[src/hdl/tstm_pkg.sv]
package tstm_pkg;

   localparam logic [15:0] RPM_LIMIT = 16'd20000;
   localparam logic [15:0] TORQUE_LIMIT = 16'd4000;

   localparam int DivStages = 8;
   localparam int BitsPerStage = 2;
   localparam int PipeDepth = DivStages + 2;

   localparam logic [1:0] DIR_NEUTRAL = 2'd0;
   localparam logic [1:0] DIR_REVERSE = 2'd2;

   typedef enum logic [3:0] {
      REG_VOLT_MIN         = 4'd0,
      REG_VOLT_MAX         = 4'd1,
      REG_SPEED_CAP_ECO    = 4'd2,
      REG_SPEED_CAP_SPORT  = 4'd3,
      REG_SPEED_CAP_BACK   = 4'd4,
      REG_TORQUE_CAP_ECO   = 4'd5,
      REG_TORQUE_CAP_SPORT = 4'd6,
      REG_TORQUE_CAP_BACK  = 4'd7
   } reg_index_type;

   localparam logic [15:0] VOLT_MIN_RESET = 16'd500;
   localparam logic [15:0] VOLT_MAX_RESET = 16'd4500;
   localparam logic [15:0] SPEED_ECO_RESET = 16'd3000;
   localparam logic [15:0] SPEED_SPORT_RESET = 16'd6000;
   localparam logic [15:0] SPEED_BACK_RESET = 16'd1000;
   localparam logic [15:0] TORQUE_ECO_RESET = 16'd800;
   localparam logic [15:0] TORQUE_SPORT_RESET = 16'd1600;
   localparam logic [15:0] TORQUE_BACK_RESET = 16'd480;

   typedef struct packed {
      logic [15:0] throttle_mv;
      logic [1:0]  travel_dir;
      logic        sport_mode;
      logic [15:0] motor_torque_limit;
   } req_type;

   typedef struct packed {
      logic [15:0] target_rpm;
      logic [15:0] torque_ref;
   } rsp_type;

   function automatic logic [15:0] sat16(input logic [15:0] value, input logic [15:0] limit);
      return (value > limit) ? limit : value;
   endfunction

endpackage

[src/hdl/throttle_to_speed_torque_map_top.sv]
// Channel | Direction | Handshake              | Payload
// req     | in        | req_valid / req_ready  | tstm_pkg::req_type
// rsp     | out       | rsp_valid / rsp_ready  | tstm_pkg::rsp_type
// csr     | in        | csr_valid / csr_ready  | csr_index, csr_data
//
// One beat is accepted every cycle while req_ready is high; each result passes through
// ten register stages: window and cap selection, the two multipliers, then eight
// divider stages that each resolve two quotient bits.
// Synchronous reset clears the valid bits and loads the register reset values.
// Each stage holds its beat only while the stage after it is full and stalled,
// so bubbles close up and input is taken while a finished result waits.
module throttle_to_speed_torque_map_top (
   input  logic              clock,
   input  logic              reset,
   input  logic              req_valid,
   output logic              req_ready,
   input  tstm_pkg::req_type req_data,
   output logic              rsp_valid,
   input  logic              rsp_ready,
   output tstm_pkg::rsp_type rsp_data,
   input  logic              csr_valid,
   output logic              csr_ready,
   input  logic [3:0]        csr_index,
   input  logic [15:0]       csr_data
);
   import tstm_pkg::*;

   typedef struct packed {
      logic        zero;
      logic [15:0] dvs;
      logic [15:0] span;
      logic [15:0] rpm_cap;
      logic [15:0] trq_cap;
   } sel_type;

   typedef struct packed {
      logic        zero;
      logic [15:0] dvs;
      logic [15:0] rpm_rem;
      logic [15:0] rpm_low;
      logic [15:0] trq_rem;
      logic [15:0] trq_low;
   } div_type;

   logic [15:0] volt_min_ff, volt_max_ff;
   logic [15:0] speed_eco_ff, speed_sport_ff, speed_back_ff;
   logic [15:0] torque_eco_ff, torque_sport_ff, torque_back_ff;

   logic [PipeDepth-1:0] valid_ff;
   logic [PipeDepth-1:0] valid_in;
   logic [PipeDepth-1:0] stage_ready;

   sel_type sel_ff, sel_in;
   div_type div_ff [DivStages+1];
   div_type div_in [DivStages+1];

   function automatic logic [31:0] div_step(input logic [15:0] rem, input logic [15:0] low,
                                            input logic [15:0] dvs);
      logic [16:0] trial;
      logic [16:0] diff;
      logic        take;
      trial = {rem, low[15]};
      diff = trial - {1'b0, dvs};
      take = (trial >= {1'b0, dvs});
      return {(take ? diff[15:0] : trial[15:0]), low[14:0], take};
   endfunction

   assign csr_ready = 1'b1;

   always_ff @(posedge clock) begin
      if (reset) begin
         volt_min_ff     <= VOLT_MIN_RESET;
         volt_max_ff     <= VOLT_MAX_RESET;
         speed_eco_ff    <= sat16(SPEED_ECO_RESET, RPM_LIMIT);
         speed_sport_ff  <= sat16(SPEED_SPORT_RESET, RPM_LIMIT);
         speed_back_ff   <= sat16(SPEED_BACK_RESET, RPM_LIMIT);
         torque_eco_ff   <= sat16(TORQUE_ECO_RESET, TORQUE_LIMIT);
         torque_sport_ff <= sat16(TORQUE_SPORT_RESET, TORQUE_LIMIT);
         torque_back_ff  <= sat16(TORQUE_BACK_RESET, TORQUE_LIMIT);
      end else if (csr_valid) begin
         unique case (csr_index)
            REG_VOLT_MIN:         volt_min_ff <= csr_data;
            REG_VOLT_MAX:         volt_max_ff <= csr_data;
            REG_SPEED_CAP_ECO:    speed_eco_ff <= sat16(csr_data, RPM_LIMIT);
            REG_SPEED_CAP_SPORT:  speed_sport_ff <= sat16(csr_data, RPM_LIMIT);
            REG_SPEED_CAP_BACK:   speed_back_ff <= sat16(csr_data, RPM_LIMIT);
            REG_TORQUE_CAP_ECO:   torque_eco_ff <= sat16(csr_data, TORQUE_LIMIT);
            REG_TORQUE_CAP_SPORT: torque_sport_ff <= sat16(csr_data, TORQUE_LIMIT);
            REG_TORQUE_CAP_BACK:  torque_back_ff <= sat16(csr_data, TORQUE_LIMIT);
            default: begin
            end
         endcase
      end
   end

   always_comb begin
      stage_ready[PipeDepth-1] = !valid_ff[PipeDepth-1] || rsp_ready;
      for (int k = PipeDepth - 2; k >= 0; k--) begin
         stage_ready[k] = !valid_ff[k] || stage_ready[k+1];
      end
      valid_in[0] = req_valid;
      for (int k = 1; k < PipeDepth; k++) begin
         valid_in[k] = valid_ff[k-1];
      end
   end

   assign req_ready = stage_ready[0];

   always_ff @(posedge clock) begin
      for (int k = 0; k < PipeDepth; k++) begin
         if (reset) begin
            valid_ff[k] <= 1'b0;
         end else if (stage_ready[k]) begin
            valid_ff[k] <= valid_in[k];
         end
      end
   end

   always_comb begin
      logic [15:0] clamped;
      logic [15:0] rpm_cap;
      logic [15:0] trq_cap;
      clamped = (req_data.throttle_mv > volt_max_ff) ? volt_max_ff : req_data.throttle_mv;
      if (req_data.travel_dir == DIR_NEUTRAL) begin
         rpm_cap = '0;
         trq_cap = '0;
      end else if (req_data.travel_dir == DIR_REVERSE) begin
         rpm_cap = speed_back_ff;
         trq_cap = torque_back_ff;
      end else begin
         rpm_cap = req_data.sport_mode ? speed_sport_ff : speed_eco_ff;
         trq_cap = req_data.sport_mode ? torque_sport_ff : torque_eco_ff;
      end
      sel_in.zero = (volt_max_ff <= volt_min_ff);
      sel_in.dvs = volt_max_ff - volt_min_ff;
      sel_in.span = (clamped > volt_min_ff) ? clamped - volt_min_ff : '0;
      sel_in.rpm_cap = rpm_cap;
      sel_in.trq_cap = (req_data.motor_torque_limit < trq_cap) ?
                       req_data.motor_torque_limit : trq_cap;
   end

   always_comb begin
      logic [31:0] rpm_num;
      logic [31:0] trq_num;
      logic [31:0] step;
      div_type     cur;
      rpm_num = {16'd0, sel_ff.span} * {16'd0, sel_ff.rpm_cap};
      trq_num = {16'd0, sel_ff.span} * {16'd0, sel_ff.trq_cap};
      div_in[0].zero = sel_ff.zero;
      div_in[0].dvs = sel_ff.dvs;
      div_in[0].rpm_rem = rpm_num[31:16];
      div_in[0].rpm_low = rpm_num[15:0];
      div_in[0].trq_rem = trq_num[31:16];
      div_in[0].trq_low = trq_num[15:0];
      for (int s = 1; s <= DivStages; s++) begin
         cur = div_ff[s-1];
         for (int b = 0; b < BitsPerStage; b++) begin
            step = div_step(cur.rpm_rem, cur.rpm_low, cur.dvs);
            cur.rpm_rem = step[31:16];
            cur.rpm_low = step[15:0];
            step = div_step(cur.trq_rem, cur.trq_low, cur.dvs);
            cur.trq_rem = step[31:16];
            cur.trq_low = step[15:0];
         end
         div_in[s] = cur;
      end
   end

   always_ff @(posedge clock) begin
      if (stage_ready[0]) begin
         sel_ff <= sel_in;
      end
      for (int s = 0; s <= DivStages; s++) begin
         if (stage_ready[s+1]) begin
            div_ff[s] <= div_in[s];
         end
      end
   end

   assign rsp_valid = valid_ff[PipeDepth-1];
   assign rsp_data.target_rpm = div_ff[DivStages].zero ? '0 : div_ff[DivStages].rpm_low;
   assign rsp_data.torque_ref = div_ff[DivStages].zero ? '0 : div_ff[DivStages].trq_low;

endmodule

[config.mk]
export PLATFORM = sky130hd
export DESIGN_NAME = throttle_to_speed_torque_map_top
export DESIGN_NICKNAME = d
export VERILOG_FILES = /design/src/hdl/tstm_pkg.sv /design/src/hdl/throttle_to_speed_torque_map_top.sv
export SDC_FILE = /design/constraint.sdc
export NUM_CORES = 2
export LEC_CHECK = 0
export BUFFER_PORTS_ARGS = -buffer_cell sky130_fd_sc_hd__clkbuf_2
export CAP_MARGIN = 20
export CORE_UTILIZATION = 60
export CTS_BUF_LIST = sky130_fd_sc_hd__clkbuf_8
export DETAILED_ROUTE_END_ITERATION = 10
export PLACE_DENSITY = 0.74
export SLEW_MARGIN = 15
export SYNTH_ARGS = -nofsm -noshare
export SYNTH_HDL_FRONTEND = slang
export SYNTH_SLANG_ARGS = --single-unit
export TNS_END_PERCENT = 1
[constraint.sdc]
create_clock -name clock -period 12.57 [get_ports clock]
set_input_delay 1.8855 -clock clock [delete_from_list [all_inputs] [get_ports clock]]
set_output_delay 1.8855 -clock clock [all_outputs]
set_load 0.005 [all_outputs]
==> impl_results.md <==
- DR pass1 iterations: 6
- FMAX: approximately 140 MHz
- Sequential cell area: 0.02516 mm^2
- Clock tree from TritonCTS: yes
- Register area share after synthesis: 33.76%
- Multi-input logic area: around 0.046 mm^2
- Final hold violation count: 0
- PortBufs: between 90 and 100
- Most frequent cells in the layout: inv_1, ha_1, edfxtp_1
- FFs w/ async S/R, synth: 0%
- Grt total ovfl: 0
- Die width: roughly 350 um
- Final net count: ~8800
- CP most frequent cell: fa_1
- Unrepaired setup endpoints after global routing: no
- CP max FO: 17
- Startpoint types: register
- Final min period: about 7.2 ns
- I/O pin count: 95
- Initial core utilization: ~60%
- Vias in the first global route: roughly 54000
- Worst-Skew Late Latency: around 0.88 ns
- GPL Wtd Cong: roughly 0.94
- Final HPWL DP: ~140 mm
- Worst endpoint required time: 13.17 ns
- Status: completed
- Fraction of layout cells with a size suffix above 1: between 8 and 9%
- Synth unique cells: 99
- Crit path capture type: register
- Worst slack, placed: roughly 5.3 ns
- Setup violations, final: 0
- Area Growth Syn to Fin: 7.008%
- Initial DRC Count: 4048
- Die Ht: 354.5 um
- Routed Antenna Nets: 0
- Hold buffers post-CTS: 0
- Yosys warns: 0
- Initial antenna violation count: 2
- Syn nets: slightly below 9000
- EDFF count, synth: 746
- Largest net degree at the start of global routing: roughly 80
- Most common cell after layout, fill and taps aside: inv_1
- CP peak stage delay: 0.84 ns
- Prevailing post-synth register cell: edfxtp_1
- Root buf cell: clkbuf_8
- # Max-Cap Violations: 0
- CTS Buffer Depth: 3
- FP Rows: ~130
- Worst-Margin Slew: between 1 and 1.5 ns
- Yosys reg bits: 884
- Clock skew: approximately 0.044 ns
- Buffers plus inverters on the worst setup path: 4
- Syn Inst Count: ~7400
- Post-Route WL: roughly 180 mm
- Post-CTS sizing: 0
- CP delay by family, top: adder cells
- Post-CTS Repair Setup Buffers: 0
- GRT Util Overall: 29.34%
- Max-slew headroom: between 15 and 20%
- Slew Viols, Final: 0
- Cell Area, Synth: 0.07454 mm^2
- Via/cell ratio: 5.911
- Floorplan core area: around 0.12 mm^2
- WS Path Type: reg -> reg
- DRC violations left: 0
- # fillers: a little under 10000
- Post-Route Setup TNS: 0 ns
- CTS Sinks: around 880
- Syn_area_per_cell: 10.08 um^2
- CTS H-tree depth: 4
- Crit path arrival time: 7.82 ns
- Final WS setup: 5.353 ns
- Reg clk slew, reported paths: approximately 0.080 ns
- Final Cycle Share: a little under three fifths
- Total Die Area: 0.1256 mm^2
- Type of the most critical hold path: reg -> reg
- Cells along the critical path: buf_8 -> nand2_1 -> fa_1 -> inv_1 -> fa_1 -> fa_1 -> fa_1 -> fa_1 -> inv_1 -> fa_1 -> inv_1 -> ha_1 -> a21o_1 -> a21o_1 -> a2111oi_0 -> o32ai_1 -> o211a_1 -> o211a_1 -> nor4_1 -> o31ai_1 -> a21oi_1 -> xnor2_1
- Slowest-stage cell, CP: edfxtp_1
- WL per Instance: about 20 um
- Via count: ~55000
- Cts bufs inserted: 150
- Global-route wire length before repair: slightly below 300 mm
-- cell usage after synthesis, drive strengths merged (12+ instances only) --
| library cell | count | area share (%) |
|---|---|---|
| and3 | 29 | 0.24 |
| or3 | 38 | 0.32 |
| o21a | 77 | 0.78 |
| and2 | 286 | 2.4 |
| inv | 828 | 4.2 |
| nor2 | 455 | 2.3 |
| buf | 29 | 0.22 |
| clkbuf | 176 | 0.89 |
| nand4 | 101 | 0.85 |
| a21boi | 27 | 0.28 |
| ha | 783 | 13 |
| mux2 | 348 | 5.3 |
| a21oi | 504 | 3.4 |
| nor4 | 26 | 0.22 |
| edfxtp | 746 | 30 |
| o211ai | 17 | 0.18 |
| mux2i | 53 | 0.71 |
| a21o | 174 | 1.8 |
| nand3 | 102 | 0.69 |
| a211o | 53 | 0.62 |
| o21ai | 242 | 1.6 |
| nand2 | 621 | 3.1 |
| o31ai | 32 | 0.32 |
| xor2 | 171 | 2.0 |
| or2 | 35 | 0.29 |
| a2111oi | 12 | 0.17 |
| a211oi | 53 | 0.53 |
| xnor2 | 283 | 3.3 |
| dfxtp | 138 | 3.7 |
| o21bai | 66 | 0.66 |
| nand2b | 44 | 0.37 |
| a41oi | 15 | 0.19 |
| a311oi | 12 | 0.16 |
| fa | 420 | 11 |
| nor3 | 106 | 0.72 |
| a31oi | 41 | 0.35 |
| nor2b | 117 | 0.98 |
-- final cells by class --
cell class                      instances  area share (%)
Timing Repair Buffer                  145           1.156
Tap cell                             1625           2.549
Clock buffer                          167           2.882
Clock inverter                        107          0.8737
Multi-Input combinational cell       5479           57.06
Sequential cell                       884           31.55
Inverter                              828           3.904
Antenna cell                            8         0.02510
-- through the flow --
step	hold slack [ns]	instances	instance area (um^2)	util [%]
floorplan	0.4003	7396	74540	-
global placement	0.4004	8954	76620	62.54
detailed placement	0.4045	8956	76650	62.57
CTS	0.3771	9230	79650	65.01
global route	0.3950	9241	79760	65.10
finish	0.3939	9243	79760	65.10
-- worst paths after layout --
check	start	endpoint	slack (ns)	depth (start not counted)
max	sel_ff[36]	div_ff[0][31]	5.35	22
min	div_ff[0][120]	div_ff[0][203]	0.39	0
max reg2reg	sel_ff[36]	div_ff[0][31]	5.35	22
min reg2reg	div_ff[0][120]	div_ff[0][203]	0.39	0
-- sequential cells by signal, summed over array words and instances (netlist names) --
| signal | cells |
|---|---|
| sel_ff | 48 |
| div_in | 17 |
| torque_back_ff | 16 |
| valid_ff | 10 |
| speed_back_ff | 16 |
| div_ff | 681 |
| speed_eco_ff | 16 |
| torque_sport_ff | 16 |
| torque_eco_ff | 16 |
| speed_sport_ff | 16 |
| volt_max_ff | 16 |
| volt_min_ff | 16 |
-- metal layers --
layer,GRT usage (%),vias to the layer above,share of wire (%)
met5,0,-,0
met4,11.78,0,4.0
met3,3.794,354,5.4
met2,48.86,1714,47
met1,38.85,26480,43
li1,-,26090,-
-- cell families after synthesis --
| kind of cell | Yosys count | synth area share, % |
|---|---|---|
| DFF | 884 | 33.76 |
| adders and majority gates | 1203 | 24.42 |
| xor gates and xnor gates | 454 | 5.334 |
| other | 1 | 0.005031 |
| and+or+nand+nor | 1988 | 12.82 |
| buffers and inverters | 1033 | 5.282 |
| muxes | 401 | 5.999 |
| AOI/OAI and AO/OA | 1432 | 12.38 |
Power is left out: the tool's default activity adds up to more than one toggle a clock period on the data nets, which glitch-free logic cannot reach.
